## src/rtl/pbt_pkg.sv

```systemverilog
`default_nettype none

package pbt_pkg;

    // Width of the slot field in a result
    localparam int SLOT_W = 3;

    // Request operations
    typedef enum logic {
        OP_LOOKUP = 1'b0,
        OP_RECORD = 1'b1
    } opcode_t;

    // One binding: two-word serial number and four context words
    typedef struct packed {
        logic [31:0] serial_high;
        logic [31:0] serial_low;
        logic [31:0] region_start;
        logic [31:0] region_size;
        logic [31:0] globals_base;
        logic [31:0] stack_bottom;
    } binding_t;

    // Compare flags for one stored entry against the request
    typedef struct packed {
        logic full;    // all six words equal
        logic serial;  // serial number equal
        logic empty;   // stored serial number is all zeros
    } match_t;

endpackage

`default_nettype wire

```

## src/rtl/pbt_mem.sv

```systemverilog
`default_nettype none

module pbt_mem #(
    parameter int ENTRIES = 8,
    parameter int IDX_W   = 3
) (
    input  wire                  clk,
    input  wire                  rst_n,
    input  wire                  rd_en,
    input  wire [IDX_W-1:0]      rd_addr,
    output pbt_pkg::binding_t    rd_data,
    input  wire                  wr_en,
    input  wire [IDX_W-1:0]      wr_addr,
    input  pbt_pkg::binding_t    wr_data
);
    import pbt_pkg::*;

    binding_t             mem [ENTRIES];
    logic [ENTRIES-1:0]   valid_reg;
    binding_t             rd_data_reg;
    logic                 rd_live_reg;

    // Write port of the binding array
    always_ff @(posedge clk)
    begin
        if (wr_en)
        begin
            mem[wr_addr] <= wr_data;
        end
    end

    // Registered read port
    always_ff @(posedge clk)
    begin
        if (rd_en)
        begin
            rd_data_reg <= mem[rd_addr];
        end
    end

    // Track written entries; reset empties the whole table at once
    always_ff @(posedge clk or negedge rst_n)
    begin
        if (!rst_n)
        begin
            valid_reg   <= '0;
            rd_live_reg <= 1'b0;
        end
        else
        begin
            if (wr_en)
            begin
                valid_reg[wr_addr] <= 1'b1;
            end
            if (rd_en)
            begin
                rd_live_reg <= valid_reg[rd_addr];
            end
        end
    end

    // Never-written entries read as empty bindings
    assign rd_data = rd_live_reg ? rd_data_reg : '0;

endmodule

`default_nettype wire

```

## src/rtl/pbt_match.sv

```systemverilog
`default_nettype none

module pbt_match (
    input  pbt_pkg::binding_t entry,
    input  pbt_pkg::binding_t request,
    output pbt_pkg::match_t   flags
);
    import pbt_pkg::*;

    logic serial_eq;
    logic context_eq;

    // Compare serial number and context words separately
    assign serial_eq  = (entry.serial_high == request.serial_high)
                     && (entry.serial_low  == request.serial_low);
    assign context_eq = (entry.region_start == request.region_start)
                     && (entry.region_size  == request.region_size)
                     && (entry.globals_base == request.globals_base)
                     && (entry.stack_bottom == request.stack_bottom);

    assign flags.full   = serial_eq && context_eq;
    assign flags.serial = serial_eq;
    assign flags.empty  = (entry.serial_high == 32'd0) && (entry.serial_low == 32'd0);

endmodule

`default_nettype wire

```

## src/rtl/process_binding_table.sv

```systemverilog
// Process binding table: ENTRIES fully associative bindings (serial number plus four
// context words) held in a single-port-read memory. One transaction is worked at a time.
// A request with an all-zero serial number is refused without walking the table.
// Otherwise the table is walked one entry per cycle through the memory read port:
// a lookup answers at the first full match or after the last entry; a record walks
// until it finds its serial number or reaches the last entry, then writes. A new
// transaction is taken as soon as the previous result is in the output register,
// even if that result has not yet been taken. The table is empty right after reset;
// no clearing pass runs.
`default_nettype none

module process_binding_table #(
    parameter int ENTRIES = 8
) (
    input  wire         clk,
    input  wire         rst_n,
    input  wire         in_valid,
    output logic        in_stall,
    input  wire         opcode,
    input  wire [31:0]  serial_high,
    input  wire [31:0]  serial_low,
    input  wire [31:0]  region_start,
    input  wire [31:0]  region_size,
    input  wire [31:0]  globals_base,
    input  wire [31:0]  stack_bottom,
    output logic        out_valid,
    input  wire         out_stall,
    output logic        hit,
    output logic        refused,
    output logic [pbt_pkg::SLOT_W-1:0] slot
);
    import pbt_pkg::*;

    localparam int IDX_W  = (ENTRIES > 1) ? $clog2(ENTRIES) : 1;
    localparam int WIDE_W = IDX_W + SLOT_W;
    localparam logic [IDX_W-1:0] LAST_IDX = IDX_W'(ENTRIES - 1);

    typedef enum logic [1:0] {
        ST_IDLE,
        ST_SCAN,
        ST_WRITE,
        ST_RESP
    } state_t;

    state_t               state_reg,       state_next;
    opcode_t              op_reg,          op_next;
    binding_t             req_reg,         req_next;
    logic [IDX_W-1:0]     issue_idx_reg,   issue_idx_next;
    logic                 issue_more_reg,  issue_more_next;
    logic [IDX_W-1:0]     chk_idx_reg,     chk_idx_next;
    logic                 chk_live_reg,    chk_live_next;
    logic                 have_empty_reg,  have_empty_next;
    logic [IDX_W-1:0]     empty_idx_reg,   empty_idx_next;
    logic [IDX_W-1:0]     target_reg,      target_next;
    logic [IDX_W-1:0]     rptr_reg,        rptr_next;
    logic                 res_hit_reg,     res_hit_next;
    logic                 res_refused_reg, res_refused_next;
    logic [IDX_W-1:0]     res_idx_reg,     res_idx_next;
    logic                 out_valid_reg,   out_valid_next;
    logic                 hit_reg,         hit_next;
    logic                 refused_reg,     refused_next;
    logic [SLOT_W-1:0]    slot_reg,        slot_next;

    binding_t             in_binding;
    binding_t             rd_data;
    match_t               flags;
    logic                 rd_en;
    logic                 wr_en;
    logic                 in_take;
    logic                 out_free;
    logic [WIDE_W-1:0]    res_idx_wide;

    assign in_binding.serial_high  = serial_high;
    assign in_binding.serial_low   = serial_low;
    assign in_binding.region_start = region_start;
    assign in_binding.region_size  = region_size;
    assign in_binding.globals_base = globals_base;
    assign in_binding.stack_bottom = stack_bottom;

    assign in_stall = (state_reg != ST_IDLE);
    assign in_take  = in_valid && !in_stall;
    assign out_free = !out_valid_reg || !out_stall;
    assign rd_en    = (state_reg == ST_SCAN) && issue_more_reg;
    assign wr_en    = (state_reg == ST_WRITE);

    // Slot reports the entry index modulo eight
    assign res_idx_wide = WIDE_W'(res_idx_reg);

    pbt_mem #(
        .ENTRIES (ENTRIES),
        .IDX_W   (IDX_W)
    ) u_mem (
        .clk     (clk),
        .rst_n   (rst_n),
        .rd_en   (rd_en),
        .rd_addr (issue_idx_reg),
        .rd_data (rd_data),
        .wr_en   (wr_en),
        .wr_addr (target_reg),
        .wr_data (req_reg)
    );

    pbt_match u_match (
        .entry   (rd_data),
        .request (req_reg),
        .flags   (flags)
    );

    // Sequence accept, table walk, write-back and result hand-off
    always_comb
    begin
        state_next       = state_reg;
        op_next          = op_reg;
        req_next         = req_reg;
        issue_idx_next   = issue_idx_reg;
        issue_more_next  = issue_more_reg;
        chk_idx_next     = chk_idx_reg;
        chk_live_next    = chk_live_reg;
        have_empty_next  = have_empty_reg;
        empty_idx_next   = empty_idx_reg;
        target_next      = target_reg;
        rptr_next        = rptr_reg;
        res_hit_next     = res_hit_reg;
        res_refused_next = res_refused_reg;
        res_idx_next     = res_idx_reg;
        out_valid_next   = out_valid_reg;
        hit_next         = hit_reg;
        refused_next     = refused_reg;
        slot_next        = slot_reg;

        // Drop the output transaction once taken
        if (out_valid_reg && !out_stall)
        begin
            out_valid_next = 1'b0;
        end

        unique case (state_reg)
            ST_IDLE:
            begin
                if (in_take)
                begin
                    op_next         = opcode_t'(opcode);
                    req_next        = in_binding;
                    issue_idx_next  = '0;
                    issue_more_next = 1'b1;
                    chk_live_next   = 1'b0;
                    have_empty_next = 1'b0;
                    empty_idx_next  = '0;
                    res_hit_next    = 1'b0;
                    res_idx_next    = '0;
                    if ((serial_high == 32'd0) && (serial_low == 32'd0))
                    begin
                        res_refused_next = 1'b1;
                        state_next       = ST_RESP;
                    end
                    else
                    begin
                        res_refused_next = 1'b0;
                        state_next       = ST_SCAN;
                    end
                end
            end

            ST_SCAN:
            begin
                // Advance the read address one entry per cycle
                chk_live_next = rd_en;
                chk_idx_next  = issue_idx_reg;
                if (rd_en)
                begin
                    issue_idx_next  = issue_idx_reg + 1'b1;
                    issue_more_next = (issue_idx_reg != LAST_IDX);
                end

                // Check the entry whose data has just arrived
                if (chk_live_reg)
                begin
                    unique case (op_reg)
                        OP_LOOKUP:
                        begin
                            if (flags.full)
                            begin
                                res_hit_next = 1'b1;
                                res_idx_next = chk_idx_reg;
                                state_next   = ST_RESP;
                            end
                            else if (chk_idx_reg == LAST_IDX)
                            begin
                                state_next = ST_RESP;
                            end
                        end

                        OP_RECORD:
                        begin
                            if (flags.serial)
                            begin
                                target_next = chk_idx_reg;
                                state_next  = ST_WRITE;
                            end
                            else
                            begin
                                if (flags.empty && !have_empty_reg)
                                begin
                                    have_empty_next = 1'b1;
                                    empty_idx_next  = chk_idx_reg;
                                end
                                if (chk_idx_reg == LAST_IDX)
                                begin
                                    state_next = ST_WRITE;
                                    if (have_empty_reg)
                                    begin
                                        target_next = empty_idx_reg;
                                    end
                                    else if (flags.empty)
                                    begin
                                        target_next = chk_idx_reg;
                                    end
                                    else
                                    begin
                                        // Evict under the round-robin pointer
                                        target_next = rptr_reg;
                                        rptr_next   = (rptr_reg == LAST_IDX) ? '0
                                                                             : rptr_reg + 1'b1;
                                    end
                                end
                            end
                        end

                        default:
                        begin
                            state_next = ST_RESP;
                        end
                    endcase
                end
            end

            ST_WRITE:
            begin
                res_idx_next = target_reg;
                state_next   = ST_RESP;
            end

            ST_RESP:
            begin
                // Hold the result until the output register frees up
                if (out_free)
                begin
                    out_valid_next = 1'b1;
                    hit_next       = res_hit_reg;
                    refused_next   = res_refused_reg;
                    slot_next      = res_idx_wide[SLOT_W-1:0];
                    state_next     = ST_IDLE;
                end
            end

            default:
            begin
                state_next = ST_IDLE;
            end
        endcase
    end

    // State and registered outputs
    always_ff @(posedge clk or negedge rst_n)
    begin
        if (!rst_n)
        begin
            state_reg       <= ST_IDLE;
            op_reg          <= OP_LOOKUP;
            req_reg         <= '0;
            issue_idx_reg   <= '0;
            issue_more_reg  <= 1'b0;
            chk_idx_reg     <= '0;
            chk_live_reg    <= 1'b0;
            have_empty_reg  <= 1'b0;
            empty_idx_reg   <= '0;
            target_reg      <= '0;
            rptr_reg        <= '0;
            res_hit_reg     <= 1'b0;
            res_refused_reg <= 1'b0;
            res_idx_reg     <= '0;
            out_valid_reg   <= 1'b0;
            hit_reg         <= 1'b0;
            refused_reg     <= 1'b0;
            slot_reg        <= '0;
        end
        else
        begin
            state_reg       <= state_next;
            op_reg          <= op_next;
            req_reg         <= req_next;
            issue_idx_reg   <= issue_idx_next;
            issue_more_reg  <= issue_more_next;
            chk_idx_reg     <= chk_idx_next;
            chk_live_reg    <= chk_live_next;
            have_empty_reg  <= have_empty_next;
            empty_idx_reg   <= empty_idx_next;
            target_reg      <= target_next;
            rptr_reg        <= rptr_next;
            res_hit_reg     <= res_hit_next;
            res_refused_reg <= res_refused_next;
            res_idx_reg     <= res_idx_next;
            out_valid_reg   <= out_valid_next;
            hit_reg         <= hit_next;
            refused_reg     <= refused_next;
            slot_reg        <= slot_next;
        end
    end

    assign out_valid = out_valid_reg;
    assign hit       = hit_reg;
    assign refused   = refused_reg;
    assign slot      = slot_reg;

endmodule

`default_nettype wire

```

## config.mk

```make
export PLATFORM = sky130hd
export DESIGN_NAME = process_binding_table
export DESIGN_NICKNAME = d
export VERILOG_FILES = /design/src/rtl/pbt_pkg.sv /design/src/rtl/pbt_mem.sv /design/src/rtl/pbt_match.sv /design/src/rtl/process_binding_table.sv
export SDC_FILE = /design/constraint.sdc
export NUM_CORES = 2
export LEC_CHECK = 0
export ABC_CLOCK_PERIOD_IN_PS = 33900
export BUFFER_PORTS_ARGS = -buffer_cell sky130_fd_sc_hd__buf_2
export CAP_MARGIN = 5
export CORE_ASPECT_RATIO = 2
export CORE_UTILIZATION = 30
export DETAILED_ROUTE_END_ITERATION = 16
export SLEW_MARGIN = 20
export SYNTH_ARGS = -nofsm -noshare
export SYNTH_HDL_FRONTEND = slang
export SYNTH_SLANG_ARGS = --single-unit
```

## constraint.sdc

```tcl
create_clock -name clk -period 33.9 [get_ports clk]
set_input_delay 1.695 -clock clk [delete_from_list [all_inputs] [get_ports clk]]
set_output_delay 1.695 -clock clk [all_outputs]
set_load 0.005 [all_outputs]
```

==> impl.org <==
** Logic synthesis
- Leading cell types by count after synthesis :: edfxtp_1 (1,728), mux2_2 (396), mux4_2 (386)
- Count of warnings emitted by yosys :: 0
- Post-synthesis compound-gate area fraction :: 2.60%
- After Yosys synthesis, XOR and XNOR cells account for around 1.0% of the synthesized area.
- Mapped Nets :: 3,965
- Adder-Cell Fraction of Synth Area :: 0.146%
- Flop and latch count out of synthesis :: 1,961
- Most used DFF post-synth :: edfxtp_1
- Of the post-synthesis cell area, the dominant cell type holds 67.5%.
- Gate count after technology mapping :: 3,759
- The synthesized netlist devotes just over 3% of its cell area to simple gates.
- In this run the cell area of the synthesized design comes to slightly below 80,000 sq um.
- For this run, the register share of the synthesized area comes to roughly 75%.
- Number of distinct library cell variants in the gate-level netlist after synthesis :: 55
- Measured against the total synthesized area, the mux share comes to 17.2%.
- Top cell type by total area after synthesis :: edfxtp_1
- Most area-consuming cells after synthesis :: edfxtp_1 (67%), mux4_2 (11%), dfrtp_1 (7.6%)
- By area, the combinational part of the netlist is dominated by multiplexers.
- Counting flops with a built-in enable in the synthesized netlist gives 1,728.
- Yosys instantiated no cell more often than edfxtp_1.
- Asr flop ratio synth :: 11.9%
- Average footprint of a synthesized cell :: a little over 20 sq um

** Routing
- Using the TritonRoute via totals, the vias-per-cell ratio works out to 5.06.
- Initial DRC Count :: 2,988
- The detailed router placed ~38k vias in this run.
- Post-route antenna net violation count :: 0
- Total DRC errors in the routed layout :: 0
- Final routed wirelength across all metal layers :: between 150 and 200 mm
- Initial DRT Pass Iterations :: 6
- In the final routed layout, each cell accounts on average for 26.2 um.

** STA
- Subtracting the final worst setup slack from the clock period gives 5100 ps.
- Worst hold slack across all endpoints :: 468 ps
- After layout, the worst path uses 15.0% of the clock period.
- Max-slew violations :: 0
- The worst pin sits at a relative slew slack of 30.1%.
- Final total negative setup slack :: 0 ps
- Worst Skew :: 83.8 ps
- Pin slew with the least headroom to its limit :: 1040 ps
- Setup violation total in the final timing report :: 0
- Across all setup checks in the final design, the least slack found is between 20,000 and 30,000 ps.
- Fmax :: 196 MHz
- Final Hold Vio Count :: 0
- Setup repair after global routing left no endpoint under its margin.

** Final layout
- Post-layout nets :: about 4.3k
- Relative to the synthesized area, the layout overhead comes to 14.6%.
- The register with the most flip-flops in the layout has 1,536 of them.
- Layout cell share with drive strength beyond 1 :: 32.5%
- Final cell count without fillers :: 7,505

** Global routing
- Total overflow reported by the global router :: 0
- Global routing used 17.2% of the available met1 tracks.
- The number of global-route vias before repair is 39.9k.
- Entering global routing, the biggest net connects 121 pins.
- In the global route stage, overall resource usage came out at ~15%.
- GR Util met3 :: ~1.6%
- The first global-routing pass estimated 284 mm of wire.
- The initial antenna violation count came to 19.
- Most Crowded Layer GR :: met2
- Global routing used between 20% and 30% of the available met2 tracks.

** Power
- Portion of total power attributed to the clock network :: 26.5%
- Peak supply drop :: 66.0 uV
- Pwr Total :: 7.88 mW
- PD cells :: 89.3 nW/um^2
- In this run, flip-flops and latches consume between 50 and 60% of the power.
- Of the total power, the share spent switching nets is between 30% and 40%.
- Switching power summed over all nets :: between 2 and 2.5 mW
- Leakage power of the design :: 28.1 nW
- Internal power of the cells :: 5.44 mW
- Power share of the combinational group :: a little under a quarter

** Clocking
- No sink is reached through more buffers than the 4 on the longest clock path.
- CTS saw 1,961 sinks.
- Clock tree root buffer cell :: clkbuf_16
- TritonCTS buffer count :: around 190
- In this run, post-CTS repair resized a total of 0 instances.
- In this run the number of H-tree levels came out at 4.
- TritonCTS clock tree :: built
- After clock tree synthesis, the clock-pin slew on the worst setup and hold paths is around 60 ps.
- Number of post-CTS setup repair buffers :: 0
- In this run, post-CTS hold repair placed 0 buffers.
- Clock latency on the worst-skew pair :: 860 ps

** Min path
- The worst hold path terminates at u_mem.valid_reg[4].
- Along the worst hold path, the cell count comes to 1.
- Beginning of the worst hold path :: u_mem.valid_reg[4]
- In this run the worst hold path is classified as reg -> reg.

** Critical path
- The worst setup path is of the reg -> reg kind.
- Startpoint class of the critical path :: register
- Crit path DAT :: 5750 ps
- The worst setup path is captured at a register.
- Count of cells along the worst register-to-register path :: 11
- R2R Setup Slk :: just under 30,000 ps
- Worst Path Max Fanout :: 81
- The startpoint identified for the worst register-to-register timing path is u_mem.rd_live_reg.
- At the worst endpoint, the required time is roughly 35,000 ps.
- The endpoint identified for the worst register-to-register timing path is res_idx_reg[1].

** Floorplanning
- The die is 360 um wide.
- Core footprint :: 255,000 sq um
- Site Rows :: 262
- Full die area :: 259,000 sq um
- The floorplan step set the die height to 718 um.
- Boundary pin count :: 204
- For this configuration, the core starts out at a cell density of 30.2%.

** Place
- In this run, placement finished with an instance count of 7,165.
- At the placement stage, the worst setup path has a slack of slightly below 30,000 ps.
- DP Wirelength :: roughly 120 mm
- Routability-driven placement congestion ratio :: 0.757
- Port buffering added about 200 buffers.

** Flow run
- Across the run, the number of max-cap violations was 0.

** Status
- Run status :: finished clean
-- placed cells by master (no fill, tap or decap), types with 8 or more instances in the layout --
cell	count
clkbuf_1	49
nor2b_1	8
bufinv_16	16
inv_1	17
a31o_2	21
nand4b_1	64
clkinvlp_4	12
o22ai_1	67
nand3_1	73
nor4_1	52
xor2_1	64
xnor2_1	28
clkinv_1	22
ha_1	9
nor4bb_1	22
dfrtp_1	229
mux2_2	396
or2_2	8
nand2_1	14
buf_2	202
nor2_1	100
nand4_1	16
a22oi_1	28
mux4_2	386
clkbuf_8	15
buf_4	54
buf_12	11
o21ai_0	111
clkinv_2	22
clkbuf_16	190
edfxtp_1	1728
a21oi_1	75
-- worst max-delay path, stage by stage, from the launching register on --
cell      delay (ps)
dfrtp_4          920
buf_4            750
nand4b_1         170
o22ai_1          190
a21oi_1          100
nor4_1           770
nand4_1          300
nor4_1           370
buf_4            220
or3b_1           370
a211oi_2         340
mux2_1           370
-- power groups by stage --
stage	Clock [mW]	Sequential [mW]	Combinational, mW
finish	2.08	4.01	1.78
detailed placement	0	4.07	1.82
floorplan	0	3.78	1.36
CTS	2.14	4.02	1.83
global placement	0	4.03	1.79
global route	2.22	4.08	1.93
-- final cells by class --
type	instances	area, sq um
fill	23485	167000
sequential	1961	57700
multi-input combinational	1619	18600
clock buffer	254	5140
tap	3300	4130
timing repair buffer	268	1650
clock inverter	81	850
inverter	17	63.8
antenna	5	12.5
-- kinds of logic (layout without fill, tap and decap cells) --
family,Yosys count,in the layout
xor+xnor,92,92
compound gates,331,331
other cells,0,5
fa+ha+maj,9,9
flops,1961,1961
simple gates,395,395
buf+inv,179,620
mux,792,792
-- per-layer routing --
layer / vias to the layer above / share of wire [%]
met5: - / 0.017
met4: 4 / 3.6
met3: 307 / 3.7
met2: 1021 / 55
met1: 20510 / 38
li1: 16146 / -
-- stage by stage --
stage / util (%) / cell area (sq um)
after global routing: 34.6 / 88200
final: 34.6 / 88200
after floorplan: - / 76900
after detailed placement: 32.3 / 82200
after global placement: 32.3 / 82200
after CTS: 34.6 / 88200
-- worst max path at each step --
stage | start | to | slack, ps | depth (start not counted)
after floorplan | state_reg[0] | u_mem.valid_reg[2] | 18810 | 5
after global placement | u_mem.rd_live_reg | res_idx_reg[2] | 28910 | 11
after detailed placement | u_mem.rd_live_reg | res_idx_reg[1] | 28880 | 11
after CTS | u_mem.rd_live_reg | res_idx_reg[1] | 28800 | 11
after global routing | u_mem.rd_live_reg | res_idx_reg[0] | 28600 | 11
final | u_mem.rd_live_reg | res_idx_reg[1] | 28800 | 11
Power figures use the tool's default switching activity.
